<file path="src/rtl/core/bss_pkg.sv">
// Shared types and constants of the byte signature scanner.
// Depends on nothing; every other file of the block uses it.
package bss_pkg;

    // Sizes of the pattern, the gap and the byte window
    localparam int MAX_PATTERN  = 16;
    localparam int MAX_DISTANCE = 44;
    localparam int WINDOW_DEPTH = 64;

    localparam int LEN_W  = $clog2(MAX_PATTERN + 1);
    localparam int PAT_AW = $clog2(MAX_PATTERN);
    localparam int DIST_W = 6;
    localparam int WIN_AW = $clog2(WINDOW_DEPTH);
    localparam int OLD_W  = WIN_AW + 1;
    localparam int WAIT_W = DIST_W + 1;

    localparam logic [31:0] RESET_BASE = 32'h0040_0000;
    localparam logic [31:0] CALL_LEN   = 32'd5;

    // Configuration register indexes
    localparam logic [2:0] CFG_PATTERN_LOW  = 3'd0;
    localparam logic [2:0] CFG_PATTERN_HIGH = 3'd1;
    localparam logic [2:0] CFG_PATTERN_LEN  = 3'd2;
    localparam logic [2:0] CFG_DISTANCE     = 3'd3;
    localparam logic [2:0] CFG_FIND_MODE    = 3'd4;
    localparam logic [2:0] CFG_SCAN_BASE    = 3'd5;

    // Result status codes
    localparam logic [1:0] ST_FOUND    = 2'd0;
    localparam logic [1:0] ST_NO_MATCH = 2'd1;
    localparam logic [1:0] ST_OUTSIDE  = 2'd2;

    typedef struct packed {
        logic [7:0] data_byte;
        logic       end_of_scan;
    } t_in_item;

    typedef struct packed {
        logic [1:0]  status;
        logic [31:0] word_value;
        logic [31:0] match_address;
        logic [31:0] call_target;
    } t_out_item;

    // Configuration after clamping, as the datapath uses it
    typedef struct packed {
        logic [MAX_PATTERN-1:0][7:0] pattern;
        logic [LEN_W-1:0]            len;
        logic [DIST_W-1:0]           distance;
        logic                        mode;
        logic [31:0]                 base;
        logic [OLD_W-1:0]            oldest;
    } t_cfg;

    // Window compare results handed to the scan control
    typedef struct packed {
        logic        hit;
        logic [31:0] word_before;
        logic [31:0] word_after;
    } t_win_info;

endpackage

</file>
<file path="src/rtl/core/bss_window.sv">
// Byte window shift line with the parallel pattern compare and word taps.
// Depends on bss_pkg.
module bss_window (
    input  logic               i_clk,
    input  logic               i_shift,
    input  logic [7:0]         i_byte,
    input  bss_pkg::t_cfg      i_cfg,
    output bss_pkg::t_win_info o_info
);

    logic [bss_pkg::WINDOW_DEPTH-1:0][7:0] r_window;
    logic [bss_pkg::WINDOW_DEPTH-1:0][7:0] n_window;

    // Newest byte at age 0
    assign n_window = {r_window[bss_pkg::WINDOW_DEPTH-2:0], i_byte};

    always_ff @(posedge i_clk) begin
        if (i_shift) begin
            r_window <= n_window;
        end
    end

    // Pattern byte k must sit at age len-1-k; word before the match has
    // byte i at age oldest-i, word after it byte i at age 3-i
    always_comb begin : win_cmp
        logic                       hit;
        logic [bss_pkg::LEN_W-1:0]  age;
        logic [bss_pkg::WIN_AW-1:0] pos;
        logic [bss_pkg::WIN_AW-1:0] idx;
        hit = 1'b1;
        age = '0;
        pos = '0;
        idx = '0;
        for (int k = 0; k < bss_pkg::MAX_PATTERN; k++) begin
            if (bss_pkg::LEN_W'(k) < i_cfg.len) begin
                age = i_cfg.len - bss_pkg::LEN_W'(1) - bss_pkg::LEN_W'(k);
                pos = bss_pkg::WIN_AW'(age[bss_pkg::PAT_AW-1:0]);
                if (n_window[pos] != i_cfg.pattern[k]) begin
                    hit = 1'b0;
                end
            end
        end
        o_info.hit = hit;
        for (int i = 0; i < 4; i++) begin
            idx = i_cfg.oldest[bss_pkg::WIN_AW-1:0] - bss_pkg::WIN_AW'(i);
            o_info.word_before[8*i +: 8] = n_window[idx];
            o_info.word_after[8*i +: 8]  = n_window[bss_pkg::WIN_AW'(3-i)];
        end
    end

endmodule

</file>
<file path="src/rtl/core/bss_scan.sv">
// Scan control: byte count, pending mode 1 match and result forming.
// Depends on bss_pkg.
module bss_scan (
    input  logic                      i_clk,
    input  logic                      i_rst_n,
    input  logic                      i_go,
    input  logic                      i_eos,
    input  bss_pkg::t_cfg             i_cfg,
    input  bss_pkg::t_win_info        i_info,
    output logic                      o_shift,
    output logic                      o_res_valid,
    output bss_pkg::t_out_item        o_res
);

    logic [31:0]                r_count,     n_count;
    logic                       r_pending,   n_pending;
    logic [bss_pkg::WAIT_W-1:0] r_wait,      n_wait;
    logic [31:0]                r_held_addr, n_held_addr;
    logic [bss_pkg::DIST_W-1:0] r_held_dist, n_held_dist;
    logic                       r_done,      n_done;

    logic [31:0]                cnt_inc;
    logic [bss_pkg::WAIT_W-1:0] wait_dec;
    logic [bss_pkg::WAIT_W-1:0] gap;
    logic [31:0]                start;
    logic [31:0]                addr_m0;
    logic [31:0]                addr_m1;
    logic [31:0]                call_m0;
    logic [31:0]                call_m1;

    // Datapath terms for the current item
    assign cnt_inc  = (r_count == '1) ? r_count : r_count + 32'd1;
    assign wait_dec = (r_wait != '0) ? r_wait - bss_pkg::WAIT_W'(1) : r_wait;
    assign gap      = bss_pkg::WAIT_W'(i_cfg.distance) + bss_pkg::WAIT_W'(4);
    assign start    = r_count - (32'(i_cfg.len) - 32'd1);
    assign addr_m0  = i_cfg.base + start;
    assign addr_m1  = i_cfg.base + r_count;
    assign call_m0  = i_info.word_before + addr_m0 - 32'(i_cfg.distance);
    assign call_m1  = i_info.word_after + r_held_addr + bss_pkg::CALL_LEN
                      + 32'(r_held_dist);

    assign o_shift = i_go && !r_done;

    // Next state and result of one item
    always_comb begin
        n_count     = r_count;
        n_pending   = r_pending;
        n_wait      = r_wait;
        n_held_addr = r_held_addr;
        n_held_dist = r_held_dist;
        n_done      = r_done;
        o_res_valid = 1'b0;
        o_res       = '0;
        if (i_go && !r_done) begin
            n_count = cnt_inc;
            if (r_pending) begin
                n_wait = wait_dec;
                if (wait_dec == '0) begin
                    o_res_valid         = 1'b1;
                    o_res.status        = bss_pkg::ST_FOUND;
                    o_res.word_value    = i_info.word_after;
                    o_res.match_address = r_held_addr;
                    o_res.call_target   = call_m1;
                end else if (i_eos) begin
                    o_res_valid         = 1'b1;
                    o_res.status        = bss_pkg::ST_OUTSIDE;
                    o_res.match_address = r_held_addr;
                end
            end else if (cnt_inc >= 32'(i_cfg.len) && i_info.hit) begin
                if (!i_cfg.mode) begin
                    o_res_valid         = 1'b1;
                    o_res.match_address = addr_m0;
                    if (start < 32'(gap) ||
                        32'(i_cfg.oldest) >= 32'(bss_pkg::WINDOW_DEPTH)) begin
                        o_res.status = bss_pkg::ST_OUTSIDE;
                    end else begin
                        o_res.status      = bss_pkg::ST_FOUND;
                        o_res.word_value  = i_info.word_before;
                        o_res.call_target = call_m0;
                    end
                end else if (i_eos || 32'(gap) > 32'(bss_pkg::WINDOW_DEPTH)) begin
                    o_res_valid         = 1'b1;
                    o_res.status        = bss_pkg::ST_OUTSIDE;
                    o_res.match_address = addr_m1;
                end else begin
                    n_pending   = 1'b1;
                    n_wait      = gap;
                    n_held_addr = addr_m1;
                    n_held_dist = i_cfg.distance;
                end
            end
            if (!o_res_valid && i_eos) begin
                o_res_valid  = 1'b1;
                o_res.status = bss_pkg::ST_NO_MATCH;
            end
            if (!i_eos && o_res_valid) begin
                n_done    = 1'b1;
                n_pending = 1'b0;
                n_wait    = '0;
            end
        end
        // End of scan starts a fresh scan
        if (i_go && i_eos) begin
            n_count     = '0;
            n_pending   = 1'b0;
            n_wait      = '0;
            n_held_addr = '0;
            n_held_dist = '0;
            n_done      = 1'b0;
        end
    end

    always_ff @(posedge i_clk) begin
        if (!i_rst_n) begin
            r_count     <= '0;
            r_pending   <= 1'b0;
            r_wait      <= '0;
            r_held_addr <= '0;
            r_held_dist <= '0;
            r_done      <= 1'b0;
        end else begin
            r_count     <= n_count;
            r_pending   <= n_pending;
            r_wait      <= n_wait;
            r_held_addr <= n_held_addr;
            r_held_dist <= n_held_dist;
            r_done      <= n_done;
        end
    end

    // A finished scan never holds a pending match
    a_pend_done : assert property (@(posedge i_clk) disable iff (!i_rst_n)
        !(r_pending && r_done))
        else $error("pending match in a finished scan");

    // A pending match always waits for at least one byte
    a_pend_wait : assert property (@(posedge i_clk) disable iff (!i_rst_n)
        r_pending |-> (r_wait != '0))
        else $error("pending match with nothing to wait for");

    // No result without an item being processed
    a_res_go : assert property (@(posedge i_clk) disable iff (!i_rst_n)
        o_res_valid |-> (i_go && !r_done))
        else $error("result without a processed item");

    // A result inside a scan closes it until end of scan
    a_res_done : assert property (@(posedge i_clk) disable iff (!i_rst_n)
        (o_res_valid && !i_eos) |=> r_done)
        else $error("scan not closed after result");

endmodule

</file>
<file path="src/rtl/core/byte_signature_scanner.sv">
// Byte signature scanner: one byte per cycle while not stalled, exact pattern
// match, word fetch; results leave through the result register.
// Throughput: one item per cycle while the output does not stall; pattern
// compare and word taps sit in one stage between the input and result registers.
// Reset (i_rst_n low, synchronous): scan state cleared, registers to defaults.
// Depends on bss_pkg, bss_window and bss_scan.
module byte_signature_scanner (
    input  logic                i_clk,
    input  logic                i_rst_n,
    // input items
    input  logic                i_in_valid,
    output logic                o_in_stall,
    input  bss_pkg::t_in_item   i_in_data,
    // result items
    output logic                o_out_valid,
    input  logic                i_out_stall,
    output bss_pkg::t_out_item  o_out_data,
    // configuration writes
    input  logic                i_cfg_valid,
    output logic                o_cfg_ready,
    input  logic [2:0]          i_cfg_index,
    input  logic [63:0]         i_cfg_data
);

    logic [63:0]                r_pat_lo;
    logic [63:0]                r_pat_hi;
    logic [4:0]                 r_pat_len;
    logic [bss_pkg::DIST_W-1:0] r_dist;
    logic                       r_mode;
    logic [31:0]                r_base;

    logic                       r_in_valid;
    bss_pkg::t_in_item          r_in;
    logic                       r_out_valid;
    bss_pkg::t_out_item         r_out;

    bss_pkg::t_cfg              cfg;
    bss_pkg::t_win_info         win_info;
    logic                       go;
    logic                       in_take;
    logic                       shift;
    logic                       res_valid;
    bss_pkg::t_out_item         res;

    // Configuration registers
    assign o_cfg_ready = 1'b1;

    always_ff @(posedge i_clk) begin
        if (!i_rst_n) begin
            r_pat_lo  <= '0;
            r_pat_hi  <= '0;
            r_pat_len <= 5'd1;
            r_dist    <= bss_pkg::DIST_W'(1);
            r_mode    <= 1'b1;
            r_base    <= bss_pkg::RESET_BASE;
        end else if (i_cfg_valid) begin
            case (i_cfg_index)
                bss_pkg::CFG_PATTERN_LOW:  r_pat_lo  <= i_cfg_data;
                bss_pkg::CFG_PATTERN_HIGH: r_pat_hi  <= i_cfg_data;
                bss_pkg::CFG_PATTERN_LEN:  r_pat_len <= i_cfg_data[4:0];
                bss_pkg::CFG_DISTANCE:     r_dist    <= i_cfg_data[bss_pkg::DIST_W-1:0];
                bss_pkg::CFG_FIND_MODE:    r_mode    <= i_cfg_data[0];
                bss_pkg::CFG_SCAN_BASE:    r_base    <= i_cfg_data[31:0];
                default: ;
            endcase
        end
    end

    // Clamp length and gap, derive the age of the oldest word byte
    always_comb begin
        cfg.pattern = {r_pat_hi, r_pat_lo};
        if (r_pat_len == '0) begin
            cfg.len = bss_pkg::LEN_W'(1);
        end else if (32'(r_pat_len) > 32'(bss_pkg::MAX_PATTERN)) begin
            cfg.len = bss_pkg::LEN_W'(bss_pkg::MAX_PATTERN);
        end else begin
            cfg.len = bss_pkg::LEN_W'(r_pat_len);
        end
        if (32'(r_dist) > 32'(bss_pkg::MAX_DISTANCE)) begin
            cfg.distance = bss_pkg::DIST_W'(bss_pkg::MAX_DISTANCE);
        end else begin
            cfg.distance = r_dist;
        end
        cfg.mode   = r_mode;
        cfg.base   = r_base;
        cfg.oldest = bss_pkg::OLD_W'(cfg.len) - bss_pkg::OLD_W'(1)
                     + bss_pkg::OLD_W'(cfg.distance) + bss_pkg::OLD_W'(4);
    end

    // Handshake: the held item is processed when the result register can take it
    assign go         = r_in_valid && (!r_out_valid || !i_out_stall);
    assign o_in_stall = r_in_valid && !go;
    assign in_take    = i_in_valid && !o_in_stall;

    // Input register
    always_ff @(posedge i_clk) begin
        if (!i_rst_n) begin
            r_in_valid <= 1'b0;
        end else if (in_take) begin
            r_in_valid <= 1'b1;
        end else if (go) begin
            r_in_valid <= 1'b0;
        end
    end

    always_ff @(posedge i_clk) begin
        if (in_take) begin
            r_in <= i_in_data;
        end
    end

    bss_window u_window (
        .i_clk   (i_clk),
        .i_shift (shift),
        .i_byte  (r_in.data_byte),
        .i_cfg   (cfg),
        .o_info  (win_info)
    );

    bss_scan u_scan (
        .i_clk       (i_clk),
        .i_rst_n     (i_rst_n),
        .i_go        (go),
        .i_eos       (r_in.end_of_scan),
        .i_cfg       (cfg),
        .i_info      (win_info),
        .o_shift     (shift),
        .o_res_valid (res_valid),
        .o_res       (res)
    );

    // Result register
    always_ff @(posedge i_clk) begin
        if (!i_rst_n) begin
            r_out_valid <= 1'b0;
        end else if (go && res_valid) begin
            r_out_valid <= 1'b1;
        end else if (!i_out_stall) begin
            r_out_valid <= 1'b0;
        end
    end

    always_ff @(posedge i_clk) begin
        if (go && res_valid) begin
            r_out <= res;
        end
    end

    assign o_out_valid = r_out_valid;
    assign o_out_data  = r_out;

endmodule
</file>
<file path="config.mk">
export PLATFORM = sky130hd
export DESIGN_NAME = byte_signature_scanner
export DESIGN_NICKNAME = d
export VERILOG_FILES = /design/src/rtl/core/bss_pkg.sv /design/src/rtl/core/bss_window.sv /design/src/rtl/core/bss_scan.sv /design/src/rtl/core/byte_signature_scanner.sv
export SDC_FILE = /design/constraint.sdc
export NUM_CORES = 2
export LEC_CHECK = 0
export BUFFER_PORTS_ARGS = -buffer_cell sky130_fd_sc_hd__buf_2
export CAP_MARGIN = 20
export CORE_MARGIN = 2
export CORE_UTILIZATION = 38
export DETAILED_ROUTE_END_ITERATION = 7
export HOLD_SLACK_MARGIN = 0.06
export PLACE_DENSITY = 0.51
export SYNTH_ARGS = -nofsm -noshare
export SYNTH_HDL_FRONTEND = slang
export SYNTH_SLANG_ARGS = --single-unit
</file>
<file path="constraint.sdc">
create_clock -name i_clk -period 33.8 [get_ports i_clk]
set_input_delay 1.69 -clock i_clk [delete_from_list [all_inputs] [get_ports i_clk]]
set_output_delay 1.69 -clock i_clk [all_outputs]
set_load 0.05 [all_outputs]
</file>
==> results.sh <==
export IMPL_status="complete, no violations"
export IMPL_num_vias=48800
export IMPL_yosysMostFrequentCell="mux4_2"
export IMPL_std_cell_rows=151
export IMPL_drc=0
export IMPL_ys_types=99
export IMPL_ys_async_sr_fraction_pct=0
export IMPL_vdd_ir_drop_max_mv=0.0419
export IMPL_fin_skew_ps=60.3
export IMPL_dp_hpwl_mm=173
export IMPL_maxSlewHeadroom_pct=20.3
export IMPL_post_route_util_pct=42.4
export IMPL_die_area_mm2=0.175
export IMPL_hold_class="flip-flop to flip-flop"
export IMPL_clk_path_buf_depth=3
export IMPL_die_h_um=418
export IMPL_rsz0062_at_grt="no"
export IMPL_cts_hold_buffers_added=0
export IMPL_ys_seq_elements=864
export IMPL_fmax_mhz=88.8
export IMPL_yosys_warnings=0
export IMPL_avgSynthCellArea_um2=12.5
export IMPL_areaGrowthSynthToFinish_pct=10.6
export IMPL_cts_buffers=103
export IMPL_cts_setup_buffers=0
export IMPL_ioPinCount=182
export IMPL_clock_sink_count=864
export IMPL_cts_resized_gates=0
export IMPL_drt_iter0_markers=5797
export IMPL_slew_viol_final=0
export IMPL_drv_cap=0
export IMPL_wirelength_mm=238
export IMPL_hold_viol_final=0
export IMPL_initial_core_util_pct=38.4
export IMPL_nets=5631
export IMPL_portBuffers=180
export IMPL_power_leakage_uw=0.0246
export IMPL_fin_ws_ps=22540
export IMPL_drive_gt1_share_pct=26.1
export IMPL_synth_top_area_cell="mux4_2"
export IMPL_synth_yosys_seq_area_share_pct=36.0
export IMPL_rrSetupSlack_ps=22540
export IMPL_critPathLaunchType="flip-flop"
export IMPL_first_global_vias=46100
export IMPL_endpoint_kind="flip-flop"
export IMPL_clkTransAtPathRegs_ps=60
export IMPL_critPathKind="flip-flop to flip-flop"
export IMPL_syn_area_mm2=0.0651
export IMPL_antenna_found_initial=4
export IMPL_cpPeakStageDelay_ps=910
export IMPL_overflow=0
export IMPL_gp_congestion=0.950
export IMPL_synth_edff_count=611
export IMPL_slowest_stage="fa_2"
export IMPL_hold_depth=2
export IMPL_grt_max_degree=172
export IMPL_post_place_ws_ps=22620
export IMPL_crit_top_cell="ha_1"
export IMPL_rr_worst_depth=32
export IMPL_avgViaCountPerCell=6.46
export IMPL_yosys_top_cells_area="mux4_2, edfxtp_1, dfxtp_1"
export IMPL_cts_tree="built"
export IMPL_drt_pass1_iter_count=6
export IMPL_grt_usage_pct=26.8
export IMPL_worstPathRequired_ps=34420
export IMPL_n_fill_cell=15600
export IMPL_grt_first_pass_wirelength_mm=340
export IMPL_period_share_pct=33.3
export IMPL_tightest_slew_ps=1200
export IMPL_critPathArrivalTime_ps=11870
export IMPL_cts_root_buffer="clkbuf_16"
export IMPL_drtAntennaViolNets=0
export IMPL_finalSetupTns_ps=0
export IMPL_fp_dieW_um=418
export IMPL_wl_per_cell_um=31.5
export IMPL_setup_viol_count_final=0
export IMPL_power_per_cell_area_mw_per_mm2=50.1
export IMPL_syn_inst=5213
export IMPL_clk_insertion_delay_late_ps=770
export IMPL_ys_top_cells_by_count="mux4_2, edfxtp_1, nand2_1, ha_1, dfxtp_1"
export IMPL_fin_crit_ps=11260
export IMPL_h_tree_depth=3
export IMPL_synth_top_area_share_pct=28.6
export IMPL_core_area_mm2=0.170
export IMPL_yosys_most_used_dff="edfxtp_1"
export IMPL_worst_path_max_fanout=43
[cell type report]
cell class	instances	area [µm²]	share of cell area, %
clock inverter	64	776	1.08
timing repair buffer	299	1860	2.58
clock buffer	129	2790	3.87
sequential	864	23400	32.5
multi-input combinational	3838	39800	55.3
antenna	3	7.51	0.0104
tap	2218	2780	3.86
inverter	146	568	0.790
[state kept, by name (all words and copies together), names as in the netlist]
name                cells
u_scan.r_wait           7
r_base                 32
r_dist                  6
r_in                    9
u_scan.r_pending        1
u_window.n_window     480
r_pat_lo               64
r_in_valid              1
r_pat_len               5
o_out_valid             1
o_out_data             98
r_pat_hi               64
u_scan.r_count         32
u_scan.r_done           1
u_window.o_info        24
u_scan.r_held_dist      6
u_scan.r_held_addr     32
r_mode                  1
[worst max-delay path, delay by kind of cell, from the launching register on]
family / cells / cell delay (ps)
flops: 1 / 520
compound gates: 10 / 3020
mux: 3 / 1160
buf+inv: 5 / 1630
xor+xnor: 2 / 500
fa+ha+maj: 6 / 2450
simple gates: 6 / 1760
[layout by cell type (no fill, tap or decap), types with 37 or more instances in the layout]
| cell | instances |
|---|---|
| a31oi_1 | 46 |
| ha_1 | 277 |
| nor3_1 | 54 |
| nand2b_1 | 44 |
| nand3_1 | 99 |
| xor2_1 | 112 |
| clkbuf_16 | 104 |
| o21a_1 | 40 |
| edfxtp_1 | 611 |
| a21boi_0 | 167 |
| mux2i_1 | 180 |
| o21ai_0 | 114 |
| nor2b_1 | 37 |
| a22oi_1 | 60 |
| xnor2_1 | 191 |
| and3_1 | 70 |
| a21oi_1 | 199 |
| buf_4 | 113 |
| nand2_1 | 546 |
| mux4_2 | 826 |
| buf_2 | 180 |
| dfxtp_1 | 252 |
| inv_1 | 139 |
| a21o_1 | 64 |
| nor2_1 | 244 |
| a211oi_1 | 39 |
| nand4_1 | 46 |
[layer usage]
| metal | share of wire (%) | track usage [%] | up-vias |
|---|---|---|---|
| li1 | - | - | 20800 |
| met1 | 40 | 35.7 | 25200 |
| met2 | 47 | 42.1 | 2455 |
| met3 | 7.6 | 4.34 | 432 |
| met4 | 5.7 | 13.9 | 0 |
| met5 | 0 | 0 | - |
[cell families after synthesis]
family,Yosys count,share of synthesized area [%]
AO/OA/AOI/OAI,885,9.15
adder cells (fa/ha/maj),298,5.91
other,1,0.00576
XOR/XNOR,318,4.32
multiplexers,1038,31.9
AND/OR/NAND/NOR,1297,9.43
flip-flops,864,36.0
buffers and inverters,512,3.28
[power breakdown]
| part | leakage, µW | internal, µW | switching [µW] |
|---|---|---|---|
| clock | 0.00171 | 682 | 501 |
| combinational | 0.0155 | 491 | 715 |
| sequential | 0.00746 | 1160 | 48.6 |
| total | 0.0246 | 2340 | 1260 |
[metrics by stage]
step | hold WS (ps) | power, µW | instance area [µm²] | cells
CTS | 478 | 3610 | 71900 | 7554
detailed placement | 470 | 2420 | 68300 | 7361
global placement | 462 | 2420 | 68300 | 7360
finish | 479 | 3600 | 71900 | 7561
floorplan | 442 | 2050 | 65100 | 5214
global route | 495 | 3750 | 71900 | 7558
[path summary, 6_finish.rpt]
check,start,to
setup / recovery,r_pat_len[4],o_out_data[31]
setup reg to reg,r_pat_len[4],o_out_data[31]
hold / removal,r_pat_hi[1],r_pat_hi[1]
hold reg to reg,r_pat_hi[1],r_pat_hi[1]
No activity file was read; power rests on OpenSTA's default activity.
